$ cat src/rtl/wcfr_pkg.sv
// Shared types, constants and lookup tables for the word-clock frame renderer.
package wcfr_pkg;

  localparam int NUM_COLS = 12;
  localparam int COL_W    = 4;
  localparam int ROW_W    = 10;

  localparam logic [COL_W-1:0] LAST_COL = 4'(NUM_COLS - 1);

  // Display modes
  localparam logic [2:0] MODE_WORDS    = 3'd0;
  localparam logic [2:0] MODE_CLK_MIN  = 3'd1;
  localparam logic [2:0] MODE_CLK_HOUR = 3'd2;
  localparam logic [2:0] MODE_AL1_MIN  = 3'd3;
  localparam logic [2:0] MODE_AL1_HOUR = 3'd4;
  localparam logic [2:0] MODE_AL2_MIN  = 3'd5;
  localparam logic [2:0] MODE_AL2_HOUR = 3'd6;

  // One render request, packed lowest field in the lowest bits.
  typedef struct packed {
    logic       synced;
    logic       alarm_two_on;
    logic       alarm_one_on;
    logic [5:0] alarm_two_minute;
    logic [4:0] alarm_two_hour;
    logic [5:0] alarm_one_minute;
    logic [4:0] alarm_one_hour;
    logic       second_odd;
    logic [5:0] minutes;
    logic [4:0] hours;
    logic [2:0] mode;
  } req_t;

  localparam int REQ_W = $bits(req_t);

  // A word on the matrix: one row bit over a run of columns.
  typedef struct packed {
    logic [ROW_W-1:0] bits;
    logic [COL_W-1:0] col_first;
    logic [COL_W-1:0] col_last;
  } span_t;

  localparam int W_ES      = 0;
  localparam int W_IST     = 1;
  localparam int W_UHR     = 2;
  localparam int W_FUENF   = 3;
  localparam int W_ZEHN    = 4;
  localparam int W_VIERTEL = 5;
  localparam int W_NACH    = 6;
  localparam int W_VOR1    = 7;
  localparam int W_VOR2    = 8;
  localparam int W_HALB    = 9;
  localparam int W_HOUR0   = 10;
  localparam int NUM_HOURS = 12;
  localparam int W_ALARM1  = W_HOUR0 + NUM_HOURS;
  localparam int W_ALARM2A = W_ALARM1 + 1;
  localparam int W_ALARM2B = W_ALARM1 + 2;
  localparam int W_SYNC    = W_ALARM1 + 3;
  localparam int W_COUNT   = W_SYNC + 1;

  localparam span_t SPANS [W_COUNT] = '{
    '{10'h001, 4'd0, 4'd1},  '{10'h001, 4'd4, 4'd6},  '{10'h100, 4'd9, 4'd11},
    '{10'h002, 4'd1, 4'd4},  '{10'h001, 4'd8, 4'd11}, '{10'h004, 4'd5, 4'd11},
    '{10'h008, 4'd0, 4'd3},  '{10'h002, 4'd6, 4'd8},  '{10'h008, 4'd4, 4'd6},
    '{10'h008, 4'd8, 4'd11},
    '{10'h100, 4'd1, 4'd5},  '{10'h010, 4'd8, 4'd11}, '{10'h010, 4'd6, 4'd9},
    '{10'h080, 4'd0, 4'd3},  '{10'h040, 4'd8, 4'd11}, '{10'h010, 4'd0, 4'd3},
    '{10'h020, 4'd7, 4'd11}, '{10'h020, 4'd0, 4'd5},  '{10'h080, 4'd8, 4'd11},
    '{10'h040, 4'd3, 4'd6},  '{10'h040, 4'd0, 4'd3},  '{10'h080, 4'd4, 4'd6},
    '{10'h200, 4'd1, 4'd6},  '{10'h200, 4'd1, 4'd5},  '{10'h200, 4'd7, 4'd7},
    '{10'h200, 4'd9, 4'd11}
  };

  // Minute phrase per five-minute slot, one bit per word below W_HOUR0.
  localparam logic [W_HOUR0-1:0] PHRASE [12] = '{
    10'b0000000000,
    10'b0001001000,
    10'b0001010000,
    10'b0001100000,
    10'b1010010000,
    10'b1010001000,
    10'b1000000000,
    10'b1001001000,
    10'b1001010000,
    10'b0100100000,
    10'b0010010000,
    10'b0010001000
  };

  // 4-column font, digit d at entries 4d..4d+3.
  localparam logic [7:0] GLYPHS [40] = '{
    8'hFE, 8'h82, 8'h82, 8'hFE,  8'h08, 8'h04, 8'hFE, 8'h00,
    8'hC4, 8'hA2, 8'h92, 8'h8C,  8'h82, 8'h92, 8'h92, 8'h7C,
    8'h1E, 8'h10, 8'hF8, 8'h10,  8'h9E, 8'h92, 8'h92, 8'h62,
    8'h78, 8'h94, 8'h92, 8'h60,  8'h02, 8'hF2, 8'h0A, 8'h06,
    8'hFE, 8'h92, 8'h92, 8'hFE,  8'h9E, 8'h92, 8'h92, 8'hFE
  };

  localparam logic [ROW_W-1:0] COLON_BITS = 10'h044;

  // Row bits a word contributes to one column.
  function automatic logic [ROW_W-1:0] span_column(span_t s, logic [COL_W-1:0] col);
    logic [ROW_W-1:0] res;
    res = '0;
    if ((col >= s.col_first) && (col <= s.col_last)) begin
      res = s.bits;
    end
    return res;
  endfunction

endpackage

$ cat src/rtl/wcfr_words.sv
// Column bits of the time-in-words display for one matrix column.
module wcfr_words (
  input  wcfr_pkg::req_t                 req,
  input  logic [wcfr_pkg::COL_W-1:0]     col,
  output logic [wcfr_pkg::ROW_W-1:0]     col_bits
);
  import wcfr_pkg::*;

  logic [9:0]         slot_prod;
  logic [3:0]         slot;
  logic               min_ok;
  logic [5:0]         hour_sum;
  logic [3:0]         hour_mod;
  logic [W_COUNT-1:0] word_en;

  always_comb begin
    // minutes / 5 for 0..59: multiply by 13, keep bits 9:6
    slot_prod = 10'(req.minutes) * 10'd13;
    slot      = slot_prod[9:6];
    min_ok    = (req.minutes < 6'd60);

    hour_sum = '0;
    if (min_ok) begin
      hour_sum = 6'(req.hours) + ((req.minutes >= 6'd20) ? 6'd1 : 6'd0);
    end
    if (hour_sum >= 6'd24) begin
      hour_mod = 4'(hour_sum - 6'd24);
    end else if (hour_sum >= 6'd12) begin
      hour_mod = 4'(hour_sum - 6'd12);
    end else begin
      hour_mod = 4'(hour_sum);
    end

    word_en = '0;
    word_en[W_ES]  = 1'b1;
    word_en[W_IST] = 1'b1;
    word_en[W_UHR] = 1'b1;
    if (min_ok) begin
      word_en[W_HOUR0-1:0] = word_en[W_HOUR0-1:0] | PHRASE[slot];
    end
    for (int h = 0; h < NUM_HOURS; h++) begin
      if (hour_mod == 4'(h)) begin
        word_en[W_HOUR0 + h] = 1'b1;
      end
    end
    word_en[W_ALARM1]  = req.alarm_one_on;
    word_en[W_ALARM2A] = req.alarm_two_on;
    word_en[W_ALARM2B] = req.alarm_two_on;
    word_en[W_SYNC]    = req.synced;

    col_bits = '0;
    for (int w = 0; w < W_COUNT; w++) begin
      if (word_en[w]) begin
        col_bits = col_bits | span_column(SPANS[w], col);
      end
    end
  end

endmodule

$ cat src/rtl/wcfr_digits.sv
// Column bits of the two-digit displays (clock and alarm, minute or hour).
module wcfr_digits (
  input  wcfr_pkg::req_t                 req,
  input  logic [wcfr_pkg::COL_W-1:0]     col,
  output logic [wcfr_pkg::ROW_W-1:0]     col_bits
);
  import wcfr_pkg::*;

  logic [5:0]       value;
  logic             is_hour;
  logic             mark_al1;
  logic             mark_al2;
  logic [3:0]       tens;
  logic [3:0]       units;
  logic [3:0]       tens_base;
  logic [3:0]       units_base;
  logic [3:0]       colon_col;
  logic [3:0]       k_tens;
  logic [3:0]       k_units;

  always_comb begin
    value    = '0;
    is_hour  = 1'b0;
    mark_al1 = 1'b0;
    mark_al2 = 1'b0;
    case (req.mode)
      MODE_CLK_MIN:  value = req.minutes;
      MODE_CLK_HOUR: begin
        value   = 6'(req.hours);
        is_hour = 1'b1;
      end
      MODE_AL1_MIN: begin
        value    = req.alarm_one_minute;
        mark_al1 = 1'b1;
      end
      MODE_AL1_HOUR: begin
        value    = 6'(req.alarm_one_hour);
        is_hour  = 1'b1;
        mark_al1 = 1'b1;
      end
      MODE_AL2_MIN: begin
        value    = req.alarm_two_minute;
        mark_al2 = 1'b1;
      end
      MODE_AL2_HOUR: begin
        value    = 6'(req.alarm_two_hour);
        is_hour  = 1'b1;
        mark_al2 = 1'b1;
      end
      default: value = '0;
    endcase

    // split into tens (0..6) and units
    if      (value >= 6'd60) tens = 4'd6;
    else if (value >= 6'd50) tens = 4'd5;
    else if (value >= 6'd40) tens = 4'd4;
    else if (value >= 6'd30) tens = 4'd3;
    else if (value >= 6'd20) tens = 4'd2;
    else if (value >= 6'd10) tens = 4'd1;
    else                     tens = 4'd0;
    units = 4'(value - 6'(tens) * 6'd10);

    tens_base  = is_hour ? 4'd0 : 4'd3;
    units_base = tens_base + 4'd5;
    colon_col  = (is_hour ? 4'd10 : 4'd0) + (req.second_odd ? 4'd0 : 4'd1);
    k_tens     = col - tens_base;
    k_units    = col - units_base;

    col_bits = '0;
    if ((col >= tens_base) && (k_tens < 4'd4)) begin
      col_bits = ROW_W'(GLYPHS[{tens[3:0], k_tens[1:0]}]);
    end else if ((col >= units_base) && (k_units < 4'd4)) begin
      col_bits = ROW_W'(GLYPHS[{units[3:0], k_units[1:0]}]);
    end else if (col == colon_col) begin
      col_bits = COLON_BITS;
    end

    if (mark_al1) begin
      col_bits = col_bits | span_column(SPANS[W_ALARM1], col);
    end
    if (mark_al2) begin
      col_bits = col_bits | span_column(SPANS[W_ALARM2A], col)
                          | span_column(SPANS[W_ALARM2B], col);
    end
  end

endmodule

$ cat src/rtl/word_clock_frame_render.sv
// Top level of the word-clock frame renderer: request register, column sequencer, output register.
//
//  channel | dir | tdata fields (low bit up)                               | tlast
//  --------+-----+---------------------------------------------------------+--------------
//  in_     | in  | mode, hours, minutes, second_odd, alarm_one_hour,        | -
//          |     | alarm_one_minute, alarm_two_hour, alarm_two_minute,      |
//          |     | alarm_one_on, alarm_two_on, synced (40 bits)             |
//  out_    | out | column_index, column_bits, 2 zero pad bits               | last (col 11)
//
// Flow: each request yields twelve column words, one per cycle unless out_tready
// stalls them; the column counter steps the words and digits renderers over the
// columns. Each request is held in the request register, each word in the output register.
// The next request is taken in the cycle its predecessor's last column is
// loaded into the output register, so frames stream back to back.
// Reset (rst_n low, synchronous) drops any held request and output word.
// Stalls: out_tready low holds the output word and the column counter;
// in_tready falls while a request still has columns to emit.
module word_clock_frame_render (
  input  logic        clk,
  input  logic        rst_n,
  input  logic        in_tvalid,
  output logic        in_tready,
  input  logic [39:0] in_tdata,   // mode[2:0] hours[7:3] minutes[13:8] second_odd[14]
                                  // alarm_one_hour[19:15] alarm_one_minute[25:20]
                                  // alarm_two_hour[30:26] alarm_two_minute[36:31]
                                  // alarm_one_on[37] alarm_two_on[38] synced[39]
  output logic        out_tvalid,
  input  logic        out_tready,
  output logic [15:0] out_tdata,  // column_index[3:0] column_bits[13:4] zero[15:14]
  output logic        out_tlast   // last
);
  import wcfr_pkg::*;

  req_t             req_r;
  logic             req_valid_r;
  logic [COL_W-1:0] col_r;
  logic [COL_W-1:0] col_nxt;

  logic             out_valid_r;
  logic [COL_W-1:0] out_col_r;
  logic [ROW_W-1:0] out_bits_r;
  logic             out_last_r;

  logic [ROW_W-1:0] word_bits;
  logic [ROW_W-1:0] digit_bits;
  logic [ROW_W-1:0] col_bits;

  logic             emit;
  logic             frame_done;
  logic             in_acc;

  // Column renderers: both look at the held request and current column
  wcfr_words u_words (
    .req      (req_r),
    .col      (col_r),
    .col_bits (word_bits)
  );

  wcfr_digits u_digits (
    .req      (req_r),
    .col      (col_r),
    .col_bits (digit_bits)
  );

  // Pick the display; unused mode code falls back to words
  always_comb begin
    case (req_r.mode) inside
      MODE_CLK_MIN, MODE_CLK_HOUR, MODE_AL1_MIN, MODE_AL1_HOUR,
      MODE_AL2_MIN, MODE_AL2_HOUR: col_bits = digit_bits;
      default:                     col_bits = word_bits;
    endcase
  end

  // Advance a column whenever a request is held and the output register is free or draining
  assign emit       = req_valid_r && (!out_valid_r || out_tready);
  assign frame_done = emit && (col_r == LAST_COL);
  assign in_tready  = !req_valid_r || frame_done;
  assign in_acc     = in_tvalid && in_tready;

  always_comb begin
    col_nxt = col_r;
    if (emit) begin
      col_nxt = frame_done ? '0 : col_r + 1'b1;
    end
  end

  // Control state
  always_ff @(posedge clk) begin
    if (!rst_n) begin
      req_valid_r <= 1'b0;
      col_r       <= '0;
      out_valid_r <= 1'b0;
    end else begin
      col_r <= col_nxt;
      if (in_acc) begin
        req_valid_r <= 1'b1;
      end else if (frame_done) begin
        req_valid_r <= 1'b0;
      end
      if (emit) begin
        out_valid_r <= 1'b1;
      end else if (out_tready) begin
        out_valid_r <= 1'b0;
      end
    end
  end

  // Payload: hold the request, load the next column word
  always_ff @(posedge clk) begin
    if (in_acc) begin
      req_r <= req_t'(in_tdata);
    end
    if (emit) begin
      out_col_r  <= col_r;
      out_bits_r <= col_bits;
      out_last_r <= (col_r == LAST_COL);
    end
  end

  assign out_tvalid = out_valid_r;
  assign out_tdata  = {2'b00, out_bits_r, out_col_r};
  assign out_tlast  = out_last_r;

endmodule

$ cat config.mk
export PLATFORM = sky130hd
export DESIGN_NAME = word_clock_frame_render
export DESIGN_NICKNAME = d
export VERILOG_FILES = /design/src/rtl/wcfr_pkg.sv /design/src/rtl/wcfr_words.sv /design/src/rtl/wcfr_digits.sv /design/src/rtl/word_clock_frame_render.sv
export SDC_FILE = /design/constraint.sdc
export NUM_CORES = 1
export LEC_CHECK = 0
export CORE_MARGIN = 10
export CORE_UTILIZATION = 32
export CTS_CLUSTER_SIZE = 30
export DETAILED_ROUTE_END_ITERATION = 12
export DONT_BUFFER_PORTS = 1
export PLACE_DENSITY = 0.55
export SLEW_MARGIN = 20
export SYNTH_ARGS = -nofsm -noshare
export SYNTH_HDL_FRONTEND = slang
export SYNTH_SLANG_ARGS = --single-unit
$ cat constraint.sdc
create_clock -name clk -period 7.5 [get_ports clk]
set_input_delay 0.375 -clock clk [delete_from_list [all_inputs] [get_ports clk]]
set_output_delay 0.375 -clock clk [all_outputs]
set_load 0.02 [all_outputs]
==> flow_metrics.py <==
metrics = {
    "global_routing": {
        "antenna_found_initial": 2,
        "grt_pass1_wl_um": 22100,
        "grt_max_degree": 41,
        "gr-total-overflow": 0,
        "grt_usage": 0.124,
        "grt_pass1_vias": 4106,
    },
    "sta": {
        "relSlewSlack": 0.302,
        "hold_slack_ns": 0.132,
        "period_minus_slack_ns": 5.69,
        "hold_viol_final": 0,
        "skew_ns": 0.00904,
        "min_period_over_period": 0.759,
        "rsz0062_at_grt": "false",
        "slew_viol_final": 0,
        "setup_viol": 0,
        "max_slew.worst_pin.slew_ns": 1.05,
        "fmax_mhz": 176,
        "tns_ns": 0,
        "setup_ws_ns": 1.81,
    },
    "synthesis": {
        "synth_edf_count": 55,
        "synth.avg_cell_area_sq_um": 9.12,
        "synth-compound-area-share": 0.217,
        "synth_simple_gate_area_frac": 0.190,
        "synth_xor_area_frac": 0.0184,
        "synthTopCellsByArea": "edfxtp_1, ha_1, nand2_1, o21ai_0, inv_1",
        "synth_top_family_by_area": "compound AO/OA/AOI/OAI gates",
        "synthMuxAreaShare": 0.0539,
        "synth_top_area_cell": "edfxtp_1",
        "ys_seq_area_frac": 0.339,
        "synth.most_common_cell": "edfxtp_1",
        "syn_area_sq_um": 5220,
        "synthCells": 573,
        "ys_types": 81,
        "yosys_warnings": 0,
        "synth_seq_cells": 61,
        "synth_adder_area_share": 0.120,
        "synthArstFlopShare": 0,
        "yosysTopAreaCellShare": 0.316,
        "ys_top_cells_by_count": "edfxtp_1, nand2_1, ha_1, inv_1, o21ai_0",
        "synth_ff_type": "edfxtp_1",
    },
    "place": {
        "dp.cells": 761,
        "hpwl_um": 10400,
        "pre_cts_slack_ns": 1.86,
        "port_buffers": 0,
        "gp_congestion": 0.869,
    },
    "critical_path": {
        "crit_end": "out_bits_r[7]",
        "rrSetupSlack_ns": 1.81,
        "reg2reg_depth": 14,
        "cp-end-kind": "flip-flop",
        "crit_path_start_kind": "flip-flop",
        "worstPathMaxFanout": 32,
        "r2r_start": "req_r[0]",
        "rr_endpoint": "out_bits_r[7]",
        "cp-startpoint": "req_r[0]",
        "worstPathArrival_ns": 5.76,
        "cp.required_ns": 7.56,
        "path_class": "reg2reg",
    },
    "layout": {
        "fin_nets": 647,
        "layout-drive-gt1-share": 0.0766,
        "layout.cells.non_filler": 778,
        "syn_to_final_growth_pct": 8.14,
    },
    "drt": {
        "drt_iter0_drc": 425,
        "routed_wl_um": 13500,
        "dr_total_vias": 4265,
        "detail_route.vias_per_cell": 5.48,
        "dr.pass1.iters": 5,
        "drc_errors": 0,
        "antenna_left": 0,
        "wl_per_cell_um": 17.4,
    },
    "clock_tree": {
        "clkSinkCount": 61,
        "clock-root-buffer": "clkbuf_16",
        "cts_htree_levels": 3,
        "clk_latency_ns": 0.33,
        "postCtsHoldBufs": 0,
        "cts_resized": 0,
        "cts_tree": "built",
        "clk_pin_slew_ns": 0.06,
        "clock_path_buffers": 2,
        "cts_setup_buffers": 0,
        "numCtsBuffers": 9,
    },
    "die": {
        "die_area_sq_um": 21800,
        "start_util": 0.328,
        "core_area_sq_um": 15900,
        "die_w_um": 148,
        "io_pins": 63,
        "fp.dieH_um": 148,
        "num_rows": 46,
    },
    "worst_hold_path": {
        "hp-class": "in2reg",
        "holdPathStages": 0,
        "min-delay-start": "in_tdata[14]",
    },
    "run": {
        "maxCapViolCount": 0,
    },
    "power": {
        "vdd_drop_max_v": 0.000135,
        "p_leak_nw": 2.12,
        "power_density_nw_per_um2": 216,
    },
    "run_status": {
        "status": "completed",
    },
}
sequential cells by signal, summed over array words and instances (netlist names):
signal / count
req_valid_r: 1
out_col_r: 4
out_tlast: 1
req_r: 40
col_r: 4
out_tvalid: 1
out_bits_r: 10
worst min path at each step:
stage | end | slack (ns)
final | req_r[14] | 0.13
after global routing | req_r[14] | 0.12
after CTS | req_r[14] | 0.12
after detailed placement | out_tvalid | 0.47
after global placement | out_tvalid | 0.46
after floorplan | out_tvalid | 0.44
per-layer routing:
metal,wire (um),vias up,GRT usage,share of wire
li1,-,2107,-,-
met5,20,-,0,0.0015
met4,186,2,0.0327,0.014
met1,6520,2001,0.164,0.48
met3,1130,15,0.0531,0.083
met2,5690,140,0.182,0.42
metrics by stage:
| stage | instance area [sq um] | power [mW] | util |
|---|---|---|---|
| 6_report | 5650 | 1.22 | 0.354 |
| 5_1_grt | 5650 | 1.30 | 0.354 |
| 4_1_cts | 5650 | 1.23 | 0.354 |
| 3_5_place_dp | 5350 | 0.812 | 0.336 |
| 3_3_place_gp | 5350 | 0.804 | 0.336 |
| 2_1_floorplan | 5230 | 0.733 | - |
final cells by class:
class,count,area [sq um]
antenna,1,2.50
inverter,43,161
multi-input combinational,440,3140
fill,1619,10300
clock buffer,10,229
sequential,61,1770
clock inverter,6,63.8
tap,216,270
timing repair buffer,1,7.51
critical path: stages (launching register included):
cell      delay, ns
edfxtp_1       1.04
mux2_2         0.43
mux4_2         0.55
nor4_4         0.46
a22oi_2        0.15
o211a_1        0.49
ha_1           0.33
fa_1           0.72
inv_1          0.20
xnor2_1        0.17
o22ai_1        0.13
nand2_1        0.07
o21ai_1        0.10
a21oi_1        0.08
or4_1          0.51
power by group:
part           switching (mW)  leakage [nW]  total, mW  internal [mW]
logic                   0.242          1.40      0.384          0.141
clock network           0.155         0.138      0.412          0.256
registers              0.0290         0.576      0.427          0.398
placed cells by master (no fill, tap or decap), drive strengths merged, types with 5 or more instances in the layout:
cell type   n
edfxtp     55
nand2      53
ha         43
inv        43
o21ai      37
nor2       32
a21oi      31
nand3      21
nor3       15
nand2b     14
o211ai     13
nor2b      11
a31oi      11
clkbuf     10
mux2i       9
xnor2       9
and2        9
a211oi      8
mux2        7
a21boi      7
nand4       6
dfxtp       6
or2         6
mux4        5
o21a        5
o31ai       5
o2111ai     5
nor4        5
cell families after synthesis:
family	count (synthesis)
adders and majority gates	48
AOI/OAI and AO/OA	167
DFF	61
buffers and inverters	73
and+or+nand+nor	191
xor gates and xnor gates	11
other	1
muxes	21
(Power assumes the default switching activity.)
